==> config.mk <==
export PLATFORM = sky130hd
export DESIGN_NAME = hds_front_flat
export DESIGN_NICKNAME = d
export VERILOG_FILES = /design/src/design/hds_pkg.sv /design/src/design/hds_in_if.sv /design/src/design/hds_front.sv /design/src/flat_wrapper.sv
export SDC_FILE = /design/constraint.sdc
export NUM_CORES = 1
export LEC_CHECK = 0
export BUFFER_PORTS_ARGS = -buffer_cell sky130_fd_sc_hd__buf_2
export CELL_PAD_IN_SITES_DETAIL_PLACEMENT = 1
export CELL_PAD_IN_SITES_GLOBAL_PLACEMENT = 1
export CORE_MARGIN = 3
export CORE_UTILIZATION = 30
export DETAILED_ROUTE_END_ITERATION = 7
export GPL_TIMING_DRIVEN = 0
export PLACE_DENSITY_LB_ADDON = 0.1
export SETUP_SLACK_MARGIN = 0.05
export SYNTH_ARGS = -nofsm -noshare
export SYNTH_HDL_FRONTEND = slang
export SYNTH_SLANG_ARGS = --single-unit
==> constraint.sdc <==
create_clock -name vclk -period 7.7
set_clock_uncertainty 0.05 [all_clocks]
set_input_delay 1.155 -clock vclk [all_inputs]
set_output_delay 1.155 -clock vclk [all_outputs]
set_load 0.005 [all_outputs]
==> src/design/hds_pkg.sv <==
// Shared types, codes and constants of the heat diffusion stencil.
`timescale 1ns / 1ps
package hds_pkg;

    // Default grid limits.
    localparam int MAX_WIDTH  = 64;
    localparam int MAX_HEIGHT = 64;

    // Depth of the queue between front and back.
    localparam int QUEUE_DEPTH = 2;

    // Scaling by 0.2 in Q0.16.
    localparam logic signed [15:0] FIFTH_Q16 = 16'sd13107;

    // Operation codes.
    localparam logic [1:0] OP_LOAD = 2'd0;
    localparam logic [1:0] OP_RUN  = 2'd1;
    localparam logic [1:0] OP_READ = 2'd2;

    // Configuration register indexes.
    localparam logic [1:0] CFG_WIDTH  = 2'd0;
    localparam logic [1:0] CFG_HEIGHT = 2'd1;
    localparam logic [1:0] CFG_STEPS  = 2'd2;

    // Reset values of the configuration registers.
    localparam logic [6:0]  RESET_WIDTH  = 7'd64;
    localparam logic [6:0]  RESET_HEIGHT = 7'd64;
    localparam logic [15:0] RESET_STEPS  = 16'd32;

    // Grid geometry as seen by front and back.
    typedef struct packed {
        logic [6:0]  width;
        logic [6:0]  height;
        logic [15:0] steps;
    } t_geom;

    // One classified word in the queue.
    typedef struct packed {
        logic [1:0]         op;
        logic [11:0]        idx;
        logic signed [31:0] temp;
        logic [16:0]        cond;
        logic               bad;
    } t_item;

    // Queue status toward front and back.
    typedef struct packed {
        logic valid;
        logic full;
    } t_qstat;

    // Sequencer states of the back end.
    typedef enum logic [2:0] {
        ST_IDLE,
        ST_DIV,
        ST_ADDR,
        ST_RDREQ,
        ST_RDDATA,
        ST_SWEEP
    } t_state;

endpackage

==> src/design/hds_in_if.sv <==
// Input channel of the heat diffusion stencil.
`timescale 1ns / 1ps
interface hds_in_if;
    logic               valid;
    logic               ready;
    logic [1:0]         operation;
    logic [11:0]        cell_index;
    logic signed [31:0] cell_temperature;
    logic [16:0]        cell_conductance;

    modport source (output valid, operation, cell_index, cell_temperature,
                    cell_conductance, input ready);
    modport sink (input valid, operation, cell_index, cell_temperature,
                  cell_conductance, output ready);
endinterface

==> src/design/hds_front.sv <==
// Front end: accepts input words and checks the cell index against the grid.
`timescale 1ns / 1ps
module hds_front (
    hds_in_if.sink          i_in,
    input  hds_pkg::t_geom  i_geom,
    input  hds_pkg::t_qstat i_qstat,
    output logic            o_push,
    output hds_pkg::t_item  o_item
);
    logic [13:0] cells;

    // Number of cells in use.
    assign cells = 14'(i_geom.width * i_geom.height);

    // Accept whenever the queue has room.
    assign i_in.ready = !i_qstat.full;
    assign o_push     = i_in.valid && !i_qstat.full;

    // Classified word.
    always_comb begin
        o_item.op   = i_in.operation;
        o_item.idx  = i_in.cell_index;
        o_item.temp = i_in.cell_temperature;
        o_item.cond = i_in.cell_conductance;
        o_item.bad  = ({2'b00, i_in.cell_index} >= cells);
    end
endmodule

==> src/flat_wrapper.sv <==
// flat-port wrapper written by rule: the top's interface ports become plain ports
module hds_front_flat 
  (i_geom, i_qstat, o_push, o_item, i_in_valid, i_in_operation, i_in_cell_index, i_in_cell_temperature, i_in_cell_conductance, i_in_ready);
  hds_in_if i_in_i ();
  input  hds_pkg::t_geom i_geom;
  input  hds_pkg::t_qstat i_qstat;
  output logic o_push;
  output hds_pkg::t_item o_item;
  input wire logic [$bits(i_in_i.valid)-1:0] i_in_valid;
  input wire logic [$bits(i_in_i.operation)-1:0] i_in_operation;
  input wire logic [$bits(i_in_i.cell_index)-1:0] i_in_cell_index;
  input wire logic [$bits(i_in_i.cell_temperature)-1:0] i_in_cell_temperature;
  input wire logic [$bits(i_in_i.cell_conductance)-1:0] i_in_cell_conductance;
  output wire logic [$bits(i_in_i.ready)-1:0] i_in_ready;
  assign i_in_i.valid = i_in_valid;
  assign i_in_i.operation = i_in_operation;
  assign i_in_i.cell_index = i_in_cell_index;
  assign i_in_i.cell_temperature = i_in_cell_temperature;
  assign i_in_i.cell_conductance = i_in_cell_conductance;
  assign i_in_ready = i_in_i.ready;
  hds_front u_core (.i_in(i_in_i), .i_geom(i_geom), .i_qstat(i_qstat), .o_push(o_push), .o_item(o_item));
endmodule
==> reports/qor.json <==
{
  "maximum_number_of_pins_on_one_net_before_global_route_repair": 8,
  "post_synth_main_area_contributors": "ha_1, fa_1, buf_4, and2_1, inv_1",
  "core_region_area_um2": 7370,
  "finish.instance_area_um2": 2900,
  "period_needed_ns": 7.15,
  "route.final.wire_length_um": 5390,
  "vdd_drop_max_mv": 0.0457,
  "run_status": "finished clean",
  "gr-total-overflow": 0,
  "antenna-diode-count": 0,
  "cells_after_synthesis": 274,
  "highest_clock_rate_ghz": 0.140,
  "dieWidth_um": 93.7,
  "io-pin-count": 162,
  "min_delay_worst_endpoint": "o_item[27]",
  "multiInputGateArea_um2": 1710,
  "antenna_violating_nets_post_route": 0,
  "grtUsageTotal_pct": 11.9,
  "top_library_cells_by_usage_in_the_layout_fill_and_taps_aside": "buf_2, buf_4, ha_1",
  "slew_headroom_pct": 79.7,
  "dpl_cell_area_um2": 2900,
  "hold_depth": 2,
  "fin_setup_tns_ns": 0,
  "post-layout-total-power_mw": 0.397,
  "top_layer": "met3",
  "fp.dieArea_um2": 8780,
  "seqCellArea_um2": 0,
  "io_buffers": 94,
  "crit_end_element": "output pin",
  "ys_warn_count": 0,
  "worstSetupStartpointType": "input pin",
  "place_inst": 467,
  "crit_path_cell_trace": "buf_2 > and2_1 > fa_1 > inv_1 > fa_1 > inv_1 > fa_1 > inv_1 > fa_1 > inv_1 > ha_1 > or4_4 > o22ai_2 > xor2_1 > ha_1 > and4_1 > nand3_1 > a21oi_1 > o311a_1 > buf_2",
  "drt_first_pass_iters": 2,
  "drt-met1-wl_um": 2120,
  "routed_length_on_met3_um": 208,
  "min-delay-start": "i_in_cell_temperature[9]",
  "syn_to_final_growth_pct": 25.8,
  "crit_type": "in -> out",
  "route.detailed.drc": 0,
  "worst-slew-pin-transition_ns": 0.304,
  "report.final.slew_viol_count": 0,
  "postSynthAreaPerCell_um2": 8.42,
  "rows": 31,
  "synthSimpleGateAreaFrac_pct": 15.8,
  "slowest_cell_on_the_critical_path": "fa_1",
  "synth.area.mux_share_pct": 0,
  "worst-path-buf-inv": 6,
  "synth-seq-area-share_pct": 0,
  "unrepaired_setup_endpoints_after_global_routing": "false",
  "critical-path-top-delay-family": "adder cells",
  "post_synth_num_cell_types": 29,
  "fillCellCount": 938,
  "synthAdderAreaFrac_pct": 44.7,
  "synth_top_area_cell": "ha_1",
  "worstPathMaxFanout": 7,
  "synth_compound_area_share_pct": 9.38,
  "dieHeight_um": 93.7,
  "synth_area_um2": 2310,
  "seq_cell_count": 0,
  "delay_of_the_slowest_cell_on_the_worst_path_ns": 0.53,
  "finalWeightedCongestion": 0.761,
  "synth_top_area_share_pct": 23.9,
  "synth_top_family_by_area": "adder cells",
  "timing_hold_violations_final": 0,
  "number_of_global_route_vias_before_repair": 2079,
  "mostFrequentLayoutCell": "buf_2",
  "power.density_cell_area_nw_per_um2": 137,
  "number_of_clock_buffers_in_the_layout": 0,
  "total_number_of_vias": 2028,
  "leakagePower_nw": 1.65,
  "hold_class": "in -> out",
  "first_pass_grt_wire_length_um": 8850,
  "nNetsFinal": 534,
  "wl_met2_um": 3060,
  "antenna_found_initial": 0,
  "drc_violation_total_after_the_first_tritonroute_iteration": 19,
  "cts.repair.resized": 0,
  "routed_via_density": 4.34,
  "post-dp-hpwl_um": 5060,
  "cts_setup_buffers": 0,
  "stdcell_count": 467,
  "synth_xor_area_share_pct": 4.12,
  "hold_buffer_count_at_cts": 0,
  "maxCapViolations": 0,
  "finalCritPeriodShare_pct": 92.8,
  "mapped_nets": 438,
  "report.final.setup_viol": 0,
  "worstPathRequired_ns": 6.49,
  "detail_route.wl_per_cell_um": 11.5,
  "start_util_pct": 31.3,
  "timing.critical_path.arrival_ns": 5.94,
  "post_route_cells_drive_above_1_share_pct": 44.0
}
[worst max-delay path by stage]
stage,from,to,cells after the start
finish,i_geom[26],o_item[0],20
global route,i_geom[26],o_item[0],22
CTS,i_geom[26],o_item[0],20
detailed placement,i_geom[26],o_item[0],20
global placement,i_geom[26],o_item[0],20
floorplan,i_geom[26],o_item[0],18
[Yosys cell counts]
cell,instances
o21ai_0,8
or4_4,1
and4_1,1
a21o_1,3
xor2_1,5
nor2_1,4
nand2b_1,1
a211oi_1,3
nor3_1,2
and2_1,37
o21ai_2,1
nor2b_1,2
nand2_1,14
buf_4,63
xnor2_1,4
a21oi_1,11
o22ai_2,1
o211ai_1,1
o311a_1,1
xnor2_2,1
inv_1,34
o21bai_1,2
o31a_2,1
o21ai_1,1
fa_1,24
o21a_1,1
nand3_1,2
ha_1,44
nand4_1,1
[cells by family (layout without fill, tap and decap cells)]
family          Yosys count  after routing
xor+xnor                 10             10
fa+ha+maj                68             68
compound gates           34             34
simple gates             65             65
buf+inv                  97            191
[layer usage]
metal / vias up / global-route usage (%)
met2: 51 / 24.3
met4: 0 / 0
met1: 966 / 14.5
met3: 0 / 0.160
li1: 1011 / -
met5: - / 0
[report_power, final]
part	switching (mW)	total (mW)	internal, mW
Combinational	0.200	0.397	0.197
Clock	0	0	0
Sequential	0	0	0
[cell type report]
class                      instances  area share [%]
tap                               99            4.27
inverter                          34            4.40
multi-input combinational        177            58.8
buffer                            63            16.3
timing repair buffer              94            16.2
[per-stage QoR]
stage	hold WS, ns	util, %	setup WS (ns)
global placement	2.43	39.4	0.487
global route	2.43	39.4	0.169
finish	2.43	39.4	0.552
CTS	2.43	39.4	0.477
detailed placement	2.43	39.4	0.479
floorplan	2.29	-	1.06
(Power assumes the default switching activity.)
