==> src/design/hds_pkg.sv <==
// Shared types, codes and constants of the heat diffusion stencil.
`timescale 1ns / 1ps
package hds_pkg;

    // Default grid limits.
    localparam int MAX_WIDTH  = 64;
    localparam int MAX_HEIGHT = 64;

    // Depth of the queue between front and back.
    localparam int QUEUE_DEPTH = 2;

    // Scaling by 0.2 in Q0.16.
    localparam logic signed [15:0] FIFTH_Q16 = 16'sd13107;

    // Operation codes.
    localparam logic [1:0] OP_LOAD = 2'd0;
    localparam logic [1:0] OP_RUN  = 2'd1;
    localparam logic [1:0] OP_READ = 2'd2;

    // Configuration register indexes.
    localparam logic [1:0] CFG_WIDTH  = 2'd0;
    localparam logic [1:0] CFG_HEIGHT = 2'd1;
    localparam logic [1:0] CFG_STEPS  = 2'd2;

    // Reset values of the configuration registers.
    localparam logic [6:0]  RESET_WIDTH  = 7'd64;
    localparam logic [6:0]  RESET_HEIGHT = 7'd64;
    localparam logic [15:0] RESET_STEPS  = 16'd32;

    // Grid geometry as seen by front and back.
    typedef struct packed {
        logic [6:0]  width;
        logic [6:0]  height;
        logic [15:0] steps;
    } t_geom;

    // One classified word in the queue.
    typedef struct packed {
        logic [1:0]         op;
        logic [11:0]        idx;
        logic signed [31:0] temp;
        logic [16:0]        cond;
        logic               bad;
    } t_item;

    // Queue status toward front and back.
    typedef struct packed {
        logic valid;
        logic full;
    } t_qstat;

    // Sequencer states of the back end.
    typedef enum logic [2:0] {
        ST_IDLE,
        ST_DIV,
        ST_ADDR,
        ST_RDREQ,
        ST_RDDATA,
        ST_SWEEP
    } t_state;

endpackage

==> src/design/hds_queue.sv <==
// Two-entry queue of classified words between front and back.
`timescale 1ns / 1ps
module hds_queue (
    input  logic           i_clk,
    input  logic           i_rst_n,
    input  logic           i_push,
    input  hds_pkg::t_item i_push_item,
    input  logic           i_pop,
    output hds_pkg::t_item o_head,
    output hds_pkg::t_qstat o_stat
);
    localparam int PW = $clog2(hds_pkg::QUEUE_DEPTH);

    hds_pkg::t_item r_mem [hds_pkg::QUEUE_DEPTH];
    logic [PW-1:0] r_wp, r_rp;
    logic [PW:0]   r_cnt;

    // Pointers and fill count.
    always_ff @(posedge i_clk) begin
        if (!i_rst_n) begin
            r_wp  <= '0;
            r_rp  <= '0;
            r_cnt <= '0;
        end else begin
            if (i_push) r_wp <= r_wp + 1'b1;
            if (i_pop)  r_rp <= r_rp + 1'b1;
            r_cnt <= r_cnt + (PW+1)'(i_push) - (PW+1)'(i_pop);
        end
    end

    // Entry storage.
    always_ff @(posedge i_clk) begin
        if (i_push) r_mem[r_wp] <= i_push_item;
    end

    assign o_head       = r_mem[r_rp];
    assign o_stat.valid = (r_cnt != '0);
    assign o_stat.full  = (r_cnt == (PW+1)'(hds_pkg::QUEUE_DEPTH));
endmodule

==> config.mk <==
export PLATFORM = sky130hd
export DESIGN_NAME = hds_queue
export DESIGN_NICKNAME = d
export VERILOG_FILES = /design/src/design/hds_pkg.sv /design/src/design/hds_queue.sv
export SDC_FILE = /design/constraint.sdc
export NUM_CORES = 1
export LEC_CHECK = 0
export ABC_AREA = 0
export BUFFER_PORTS_ARGS = -buffer_cell sky130_fd_sc_hd__buf_2
export CORE_ASPECT_RATIO = 0.9
export CORE_MARGIN = 5
export CORE_UTILIZATION = 35
export CTS_CLUSTER_SIZE = 28
export DETAILED_ROUTE_END_ITERATION = 10
export PLACE_DENSITY = 0.65
export SYNTH_ARGS = -nofsm -noshare
export SYNTH_HDL_FRONTEND = slang
export SYNTH_SLANG_ARGS = --single-unit
export TNS_END_PERCENT = 1
==> constraint.sdc <==
create_clock -name i_clk -period 5.15 [get_ports i_clk]
set_clock_uncertainty 0.2 [all_clocks]
set_input_delay 1.545 -clock i_clk [delete_from_list [all_inputs] [get_ports i_clk]]
set_output_delay 1.545 -clock i_clk [all_outputs]
set_load 0.005 [all_outputs]
==> metrics.md, run 1 <==
| Metric | Value |
|---|---|
| Cell count after synthesis | 220 |
| Effective utilization at floorplan | between 30% and 40% |
| Post-synth top cells | 128 x edfxtp_1, 60 x mux2_4, 6 x buf_12 |
| Cell Chain, Critical Path | buf_4, mux2_4, buf_2 |
| Leakage | between 0.002 and 0.003 uW |
| Num ports | 134 |
| Final WS setup | between 1 and 1.5 ns |
| Setup_tns | 0 ns |
| Final setup viols | 0 |
| Full die area | between 15000 and 20000 um^2 |
| CP Data Arrival Time | about 2.0 ns |
| First-pass GRT wire length | 14600 um |
| Initial antenna violation count | 3 |
| Post-Syn Area per Cell | 23.4 um^2 |
| Slew Limit Fails | 0 |
| Area leader, netlist | edfxtp_1 |
| Area taken by multi-input logic gates | 1080 um^2 |
| ANT nets after route | 0 |
| Critical path startpoint category | register |
| Post-synth EDFFs | between 100 and 150 |
| Worst-Margin Slew | around 0.9 ns |
| Port Buffers | 133 |
| Clock Power Share | about 47% |
| Most frequent cell after synthesis | edfxtp_1 |
| Hold Vio Cnt, Final | 0 |
| Routed WL | between 9000 and 10000 um |
| Max incr delay on CP | 0.58 ns |
| Post-synthesis register bit count | 133 |
| DP Worst Slack | approximately 1.8 ns |
| Warning count from the yosys run | 0 |
| Post-synthesis sequential area ratio | around three quarters |
| Layout cells sized above 1 | approximately three fifths |
| Internal power | roughly 2400 uW |
| P_sw | 559 uW |
| Gr ovfl total | 0 |
| Hold crit path type | register to register |
| Slew headroom | 40.0% |
| Status | complete, no violations |
| Top post-synthesis cells by area | edfxtp_1 75%, mux2_4 17%, buf_12 2.3% |
| Final nets | about 440 |
| CTS Hold Bufs | 0 |
| 1st-iter DRT viols | 92 |
| Synth async-reset ratio | 0% |
| CP bufs+invs | 2 |
| Fill cells | between 1000 and 1500 |
| Slowest CP cell | dfxtp_4 |
| Number of global-route vias before repair | ~2800 |
| Worst vdd ir | 0.269 mV |
| PwrDens | 438 nW/um^2 |
| Largest net degree at the start of global routing | 65 |
| Row count | 42 |
| Average vias per placed instance | roughly 4.3 |
| Number of library cell types mapped by synthesis | 14 |
| Fin util | 45.8% |
| Crit path max fanout | 25 |
| Cts bufs inserted | 17 |
| H-tree depth | 4 |
| Vias | roughly 2500 |
| RSZ-0062 raised after global routing | no |
| Cell area after synthesis | a little over 5000 um^2 |
| Wire per inst | roughly 16 um |
| Drt drc | 0 |
| Die Wd | ~140 um |
| N_diodes | 0 |
| Core region area | 14600 um^2 |
| Gr usage total | approximately 11% |
| Post-synth top area share | 74.7% |
| Critical Setup Path Class | register to primary output |
| Switching share of power | 19.2% |
| Seq pwr share | ~44% |
| Post CTS Setup Buffer Count | 0 |
| Clock Sink Count | roughly 130 |
| Max cap viols | 0 |
| Root Driver | clkbuf_16 |
| DP Wirelength | 6300 um |
| CTS tree | yes |
| WP data required | around 3.4 ns |
| Die height | about 130 um |
| Crit end category | primary output |
| Final min period | around 3.7 ns |
| DRT Pass-1 Iters | 4 |
| Logic pwr share | roughly 9.0% |
| Later-pin clock latency in the skew report | 0.41 ns |
| Area delta synth->final | 29.4% |
| Mapped Nets | 290 |
| Most common flop cell mapped by yosys | edfxtp_1 |
| Max Root-Sink Buffers | 2 |
| Delay-heaviest family, CP | buffers and inverters |
| CTS clk-pin slew, worst paths | 0.05 ns |
| Register area | 3950 um^2 |
| CTS resizes | 0 |
| Fmax | 269 MHz |
| Crit share post-route | 72.1% |
| Routability cong. | ~0.65 |
[per-stage QoR]
step	hold WS, ns	power, uW	area [um^2]	cells
global route	0.424	3030	6660	580
detailed placement	0.378	1570	5970	548
global placement	0.367	1560	5970	548
finish	0.382	2920	6660	580
floorplan	0.355	1470	5150	220
CTS	0.389	2960	6660	580
[power by group through the flow]
stage | Sequential (uW) | Combinational, uW | Clock [uW]
2_1_floorplan | 1290 | 179 | 0
3_3_place_gp | 1300 | 264 | 0
3_5_place_dp | 1300 | 268 | 0
4_1_cts | 1280 | 269 | 1420
5_1_grt | 1280 | 285 | 1470
6_report | 1280 | 261 | 1380
[path summary, 6_finish.rpt]
check	startpoint	to	slack [ns]	cells after the start
worst min-delay path	r_rp	r_rp	0.38	2
worst min register to register	r_rp	r_rp	0.38	2
worst max register to register	r_wp	r_mem[0][59]	3.22	2
worst max-delay path	register	o_head[57]	1.43	3
[cells by family (layout without fill, tap and decap cells)]
kind of cell	after synthesis	in the layout	share of synthesized area, %
AO/OA/AOI/OAI	1	1	0.146
XOR/XNOR	2	2	0.608
adder cells (fa/ha/maj)	2	2	0.486
buffers and inverters	9	171	2.70
flip-flops	133	133	76.6
multiplexers	64	64	18.4
AND/OR/NAND/NOR	9	9	1.09
[cells in the final DEF (no fill, tap or decap), drive strengths merged]
cell type    n
buf        137
edfxtp     128
mux2        64
clkbuf      19
bufinv       7
dfxtp        5
clkinv       5
nor2b        4
and2         4
inv          2
ha           2
xor2         1
or2          1
o21a         1
xnor3        1
clkinvlp     1
[area by class of cell]
| type | count | share of cell area [%] |
|---|---|---|
| flip-flops and latches | 133 | 59.3 |
| multi-input cells | 78 | 16.2 |
| repair buffers | 137 | 10.4 |
| clock buffers | 19 | 6.50 |
| clock inverters | 13 | 3.81 |
| well taps | 198 | 3.72 |
| inverters | 2 | 0.113 |
[worst min-delay path, stage by stage (launching register included)]
cell and delay, ns:
dfxtp_1 0.32, xor2_1 0.07, and2_1 0.15
[layer usage]
metal	vias up	share of wire (%)	global-route usage, %
met1	1231	40	12.4
met5	-	0.44	0
met3	22	9.0	5.86
li1	1169	-	-
met2	88	49	18.6
met4	6	1.9	4.71
[state kept, by name (all words and copies together) (netlist names), named ones only]
| register | count |
|---|---|
| r_mem | 128 |
| r_cnt | 2 |
| r_rp | 1 |
| r_wp | 1 |
Power figures use the tool's default switching activity.
==> run 2, diff against run 1 <==
ABC_AREA = 1   (was 0)
clock period = 3 ns   (was 5.15 ns; I/O delays follow)
==> run 2 against run 1 <==
Compared with the run above:
- hold slack lost 0.091 ns
- non-clock buffer count up 2
- die area hardly changed
- critical endpoint is now o_head[62]
==> metrics.md, run 2 <==
| Metric | Value |
|---|---|
| Status | complete, no violations |
| Hold Vio Cnt, Final | 0 (unchanged) |
| Post CTS Setup Buffer Count | 0 (unchanged) |
| CTS tree | yes |
| Reg2Reg Depth | 3 (+1) |
| Internal power | 3440 uW (+46%) |
| P_sw | 884 uW (+58%) |
| CTS Hold Bufs | 0 (unchanged) |
| Leakage | 0.00262 uW (-1.6%) |
| CTS resizes | 0 (unchanged) |
| PwrDens | 665 nW/um^2 (+52%) |
| Layout cells sized above 1 | 58.1% (-3.4 points) |
| Reg-to-Reg End | r_mem[1][8] |
| Area delta synth->final | 26.5% |
| Drt drc | 0 (unchanged) |
| Hold Crit Depth | 2 (unchanged) |
| Number of global-route vias before repair | 2831 (+0.68%) |
| First-pass GRT wire length | 14100 um (-3.1%) |
| Num ports | 134 (unchanged) |
| Most frequent cells in the layout | 133 x buf_2, 128 x edfxtp_1, 60 x mux2_4, 17 x clkbuf_16, 9 x nand2_1 |
| DP Worst Slack | 0.771 ns (-1.03 ns) |
| Critical R2R Launch | r_wp |
| Average vias per placed instance | 4.27 (-1.5%) |
| Max cap viols | 0 (unchanged) |
| Effective utilization at floorplan | 35.4% (about the same) |
| Root Driver | clkbuf_16 |
| Largest regs | r_mem: 128 flops, r_cnt: 2 flops |
| Most common flop cell mapped by yosys | edfxtp_1 |
| Initial antenna violation count | 1 (-2) |
| Commonest non-fill, non-tap cell in the layout | buf_2 |
| Wire per inst | 15.4 um (-4.2%) |
| Synth async-reset ratio | 0% (unchanged) |
| Die Wd | 138 um (about the same) |
| Clock Power Share | 40.2% (-7.1 points) |
| Final min period | between 2 and 3 ns |
| Number of library cell types mapped by synthesis | 12 (-2) |
| Warning count from the yosys run | 0 (unchanged) |
| Crit end category | primary output |
| End of the worst hold path | r_rp |
| Cell area after synthesis | 5150 um^2 (about the same) |
| Gr usage total | 11.0% (-0.34 points) |
| Core region area | 14600 um^2 (unchanged) |
| Hold_sp | r_rp |
| Slew Limit Fails | 0 (unchanged) |
| WP data required | 1.90 ns (-1.51 ns) |
| CTS clk-pin slew, worst paths | 0.05 ns (about the same) |
| DP Wirelength | 6140 um (-2.4%) |
| Slew headroom | 67.7% (+28 points) |
| Cts bufs inserted | 17 (unchanged) |
| Final WS setup | 0.369 ns (-1.07 ns) |
| Final setup viols | 0 (unchanged) |
| Routed WL | 9160 um (-1.9%) |
| Top post-synthesis cells by area | edfxtp_1 75%, mux2_4 18%, buf_12 2.3% |
| Hold crit path type | register to register |
| Port Buffers | 133 (unchanged) |
| Clock Sink Count | 133 (unchanged) |
| N_diodes | 0 (unchanged) |
| Gr ovfl total | 0 (unchanged) |
| Area taken by multi-input logic gates | 1050 um^2 (-2.2%) |
| Register area | 3950 um^2 (unchanged) |
| Fin util | 44.7% (-1.0 points) |
| 1st-iter DRT viols | 81 (-12%) |
| Area leader, netlist | edfxtp_1 |
| Critical path startpoint category | register |
| Final nets | 453 (+3.2%) |
| Post-synthesis register bit count | 133 (unchanged) |
| Vias | 2538 (+0.87%) |
| Max Root-Sink Buffers | 2 (unchanged) |
| Worst-Margin Slew | 0.485 ns (-0.416 ns) |
| Post-synthesis sequential area ratio | 76.6% (about the same) |
| Post-Syn Area per Cell | 22.2 um^2 (-5.2%) |
| Largest net degree at the start of global routing | 35 (-46%) |
| Full die area | 17200 um^2 (about the same) |
| H-tree depth | 4 (unchanged) |
| Crit share post-route | between 80% and 90% |
| Row count | 42 (unchanged) |
| Crit path max fanout | 34 (+36%) |
| Most frequent cell after synthesis | edfxtp_1 |
| Post-synth top area share | 74.7% (about the same) |
| Max reg flops | 128 (unchanged) |
| CP Data Arrival Time | 1.53 ns (-0.44 ns) |
| Seq pwr share | 50.3% (+6.6 points) |
| Fmax | between 300 and 400 MHz |
| Critical Setup Path Class | register to primary output |
| Cell count after synthesis | 232 (+5.5%) |
| Die height | 125 um (about the same) |
| Switching share of power | 20.4% (+1.3 points) |
| Logic pwr share | 9.4% (+0.4 points) |
| DRT Pass-1 Iters | 4 (unchanged) |
| R2R setup slack | 1.46 ns (-1.76 ns) |
| Post-synth top cells | 128 x edfxtp_1, 60 x mux2_4, 9 x nand2_1 |
| RSZ-0062 raised after global routing | no |
| Fill cells | 1309 (+3.0%) |
| Post-synth EDFFs | 128 (unchanged) |
| Routability cong. | 0.661 (+1.3%) |
| Tot Pwr | 4330 uW (+48%) |
| Worst vdd ir | 0.370 mV (+38%) |
| ANT nets after route | 0 (unchanged) |
| Setup_tns | 0 ns (unchanged) |
| Biggest register | r_mem |
| Mapped Nets | 302 (+4.1%) |
| Later-pin clock latency in the skew report | 0.40 ns (about the same) |
==> run 2: changes by cell type after synthesis <==
cell,delta
a21oi_1,+1
xor2_1,-1
inv_1,+5
nand3_1,+1
nand2_1,+9
nor2_1,+8
or2_2,-1
xnor3_1,-1
and2_1,-4
nor2b_1,-4
o21a_1,-1
==> run 2: stage by stage <==
| stage | hold slack, ns | area, um^2 | instances |
|---|---|---|---|
| after floorplan | 0.263 | 5150 | 232 |
| after global placement | 0.276 | 6010 | 562 |
| after detailed placement | 0.287 | 6010 | 562 |
| after CTS | 0.300 | 6510 | 594 |
| after global routing | 0.362 | 6510 | 594 |
| final | 0.290 | 6510 | 594 |
==> run 2: logic make-up (layout without fill, tap and decap cells) <==
logic type	Yosys count	count (layout)	synth area share [%]
compound gates	1	1	0.0972
fa+ha+maj	2	2	0.486
buf+inv	14	178	3.06
flops	133	133	76.6
mux	64	64	18.4
simple gates	18	18	1.34
==> run 2: worst max-delay path by stage <==
stage             endpoint  depth (start not counted)
2_1_floorplan  r_mem[1][0]                          2
3_3_place_gp    o_head[55]                          3
3_5_place_dp    o_head[62]                          3
4_1_cts         o_head[62]                          3
5_1_grt         o_head[55]                          3
6_report        o_head[62]                          3
==> run 2: cell type report <==
class	count	area share, %
clock buffer	26	7.21
clock inverter	6	0.500
inverter	7	0.404
multi-input combinational	85	16.2
sequential	133	60.6
tap	198	3.80
timing repair buffer	139	11.3
==> run 2: critical path, stage by stage, from the launching register on <==
cell and delay [ns]:
dfxtp_4 0.37, buf_12 0.26, mux2_2 0.36, buf_2 0.13
==> run 2: power by group through the flow <==
stage / sequential [uW] / clock (uW) / combinational (uW)
after global placement: 2210 / 0 / 412
final: 2180 / 1740 / 408
after global routing: 2180 / 1910 / 448
after detailed placement: 2220 / 0 / 421
after CTS: 2180 / 1810 / 422
after floorplan: 2210 / 0 / 257
==> run 2: layer usage <==
metal	vias up	global-route usage, %	share of wire, %
met1	1221	12.4	40
li1	1201	-	-
met2	93	17.4	47
met3	21	5.82	10
met4	2	4.88	2.1
met5	-	0	0.19
==> run 3, diff against run 2 <==
CTS_CLUSTER_SIZE = 12   (was 28)
SETUP_SLACK_MARGIN = 0.4   (was unset)
==> run 3 against run 2 <==
Compared with the run above:
- setup slack better by 0.016 ns
- total power is 1.9% higher
- critical path type unchanged
- flip-flop and latch count stayed put
- via count is 2.8% higher
- hold slack better by 0.0012 ns
- sequential power hardly changed
- largest cell class unchanged
- final cell count is 2.0% higher
==> metrics.md, run 3 (same netlist as run 2, synthesis figures left out) <==
| Metric | Value |
|---|---|
| Largest net degree at the start of global routing | 35 (unchanged) |
| DRT Pass-1 Iters | 4 (unchanged) |
| Status | complete, no violations |
| Area delta synth->final | 32.4% |
| Critical Setup Path Class | register to primary output |
| Core region area | 14600 um^2 (unchanged) |
| Cell Chain, Critical Path | buf_12, clkbuf_16, mux2_4, buf_6 |
| Largest regs | r_mem: 128 flops, r_cnt: 2 flops |
| Leakage | 0.00276 uW (+5.4%) |
| Worst vdd ir | 0.368 mV (-0.47%) |
| Post-place instance area | 6010 um^2 (unchanged) |
| CTS Hold Bufs | 0 (unchanged) |
| Biggest register | r_mem |
| CP Data Arrival Time | 1.51 ns (-0.02 ns) |
| ANT nets after route | 0 (unchanged) |
| Root Driver | clkbuf_16 |
| Commonest non-fill, non-tap cell in the layout | edfxtp_1 |
| Hold crit path type | register to register |
| PwrDens | 647 nW/um^2 (-2.7%) |
| Final instance area | 6820 um^2 (+4.7%) |
| Layout cells sized above 1 | 59.3% (+1.2 points) |
| Gr ovfl total | 0 (unchanged) |
| Hold_sp | r_rp |
| Reg-to-Reg End | r_mem[1][8] |
| N_diodes | 0 (unchanged) |
| Fmax | 382 MHz (+0.63%) |
| Drt drc | 0 (unchanged) |
| Routed WL | 10100 um (+10%) |
| CP bufs+invs | 3 (+1) |
| Slew headroom | 67.8% (+0.11 points) |
| Wire per inst | 16.6 um (+8.0%) |
| Hold Crit Depth | 2 (unchanged) |
| Number of global-route vias before repair | 2819 (-0.42%) |
| WP data required | 1.90 ns (about the same) |
| Delay-heaviest family, CP | buffers and inverters |
| Num ports | 134 (unchanged) |
| Effective utilization at floorplan | 35.4% (unchanged) |
| Setup_tns | 0 ns (unchanged) |
| Max incr delay on CP | 0.39 ns (+0.02 ns) |
| Row count | 42 (unchanged) |
| Slew Limit Fails | 0 (unchanged) |
| End of the worst hold path | r_rp |
| Max cap viols | 0 (unchanged) |
| Average vias per placed instance | 4.31 (+0.76%) |
| Slowest CP cell | dfxtp_4 |
| Later-pin clock latency in the skew report | 0.40 ns (about the same) |
| First-pass GRT wire length | 14100 um (about the same) |
| Tot Pwr | 4410 uW (+1.9%) |
| Most frequent cells in the layout | 128 x edfxtp_1, 124 x buf_2, 62 x mux2_4, 22 x clkbuf_16, 13 x buf_6 |
| Hold Vio Cnt, Final | 0 (unchanged) |
| Vias | 2609 (+2.8%) |
| Worst-Margin Slew | 0.483 ns (-0.00167 ns) |
| Crit path max fanout | 8 (-76%) |
| Final min period | 2.61 ns (-0.0164 ns) |
| Fin util | 46.8% (+2.1 points) |
| Crit share post-route | 87.2% (-0.55 points) |
| RSZ-0062 raised after global routing | yes |
| Initial antenna violation count | 1 (unchanged) |
| Reg2Reg Depth | 3 (unchanged) |
| Final nets | 465 (+2.6%) |
| 1st-iter DRT viols | 81 (unchanged) |
| Max reg flops | 128 (unchanged) |
| Port Buffers | 133 (unchanged) |
| Crit end category | primary output |
| Routability cong. | 0.661 (unchanged) |
| Final setup viols | 0 (unchanged) |
| CTS tree | yes |
| H-tree depth | 4 (unchanged) |
| DP Wirelength | 6140 um (unchanged) |
| Full die area | 17200 um^2 (unchanged) |
| Gr usage total | 11.0% (unchanged) |
| Max Root-Sink Buffers | 2 (unchanged) |
| Cts bufs inserted | 17 (unchanged) |
| R2R setup slack | 1.46 ns (about the same) |
| Critical path startpoint category | register |
| CTS clk-pin slew, worst paths | 0.05 ns (about the same) |
| Clock Sink Count | 133 (unchanged) |
| Die Wd | 138 um (unchanged) |
| Critical R2R Launch | r_wp |
| Die height | 125 um (unchanged) |
## run 3: cell types whose count changed in the layout (fill, tap and decap cells not counted)
cell,change
clkbuf_16,+5
mux2_2,-2
buf_6,+13
buf_2,-9
buf_16,+2
buf_8,+1
mux2_4,+2
## run 3: layout make-up
| cell class | instances | area [um^2] |
|---|---|---|
| Clock buffer | 26 | 469 |
| Clock inverter | 6 | 32.5 |
| Fill cell | 1274 | 7740 |
| Inverter | 7 | 26.3 |
| Multi-Input combinational cell | 85 | 1060 |
| Sequential cell | 133 | 3950 |
| Tap cell | 198 | 248 |
| Timing Repair Buffer | 151 | 1030 |
## run 3: repair_timing
item | CTS | global route
hold endpoints to repair | 0 | 0
gates resized for setup | 1 | 15
setup endpoints to repair | 64 | 64
cloned | 0 | 8
setup buffers | 0 | 4
## run 3: worst max path at each step
stage | startpoint | endpoint | slack (ns) | depth (start not counted)
2_1_floorplan | i_push | r_mem[1][0] | 0.17 | 2
3_3_place_gp | register | o_head[55] | 0.77 | 3
3_5_place_dp | register | o_head[62] | 0.77 | 3
4_1_cts | register | o_head[62] | 0.33 | 3
5_1_grt | register | o_head[58] | 0.33 | 4
6_report | register | o_head[54] | 0.39 | 4
## run 3: worst min-delay path, stage by stage (launching register included)
cell and delay [ns]:
dfxtp_1 0.32, nor2_1 0.05, nor2_1 0.08
## run 3: power by group
| part | total, uW | internal, uW | switching (uW) |
|---|---|---|---|
| sequential | 2180 | 2150 | 27.3 |
| combinational | 486 | 280 | 206 |
| clock | 1740 | 1070 | 676 |
## run 3: through the flow
step,instances,setup slack [ns],hold slack [ns]
final,606,0.385,0.292
after global routing,606,0.330,0.362
after CTS,594,0.333,0.300
after detailed placement,562,0.771,0.287
after global placement,562,0.769,0.276
after floorplan,232,0.167,0.263
## run 3: layer usage
layer / track usage [%] / wire length (um)
met4: 4.82 / 175
met5: 0 / 17
met3: 5.82 / 915
met1: 12.4 / 4290
met2: 17.4 / 4680
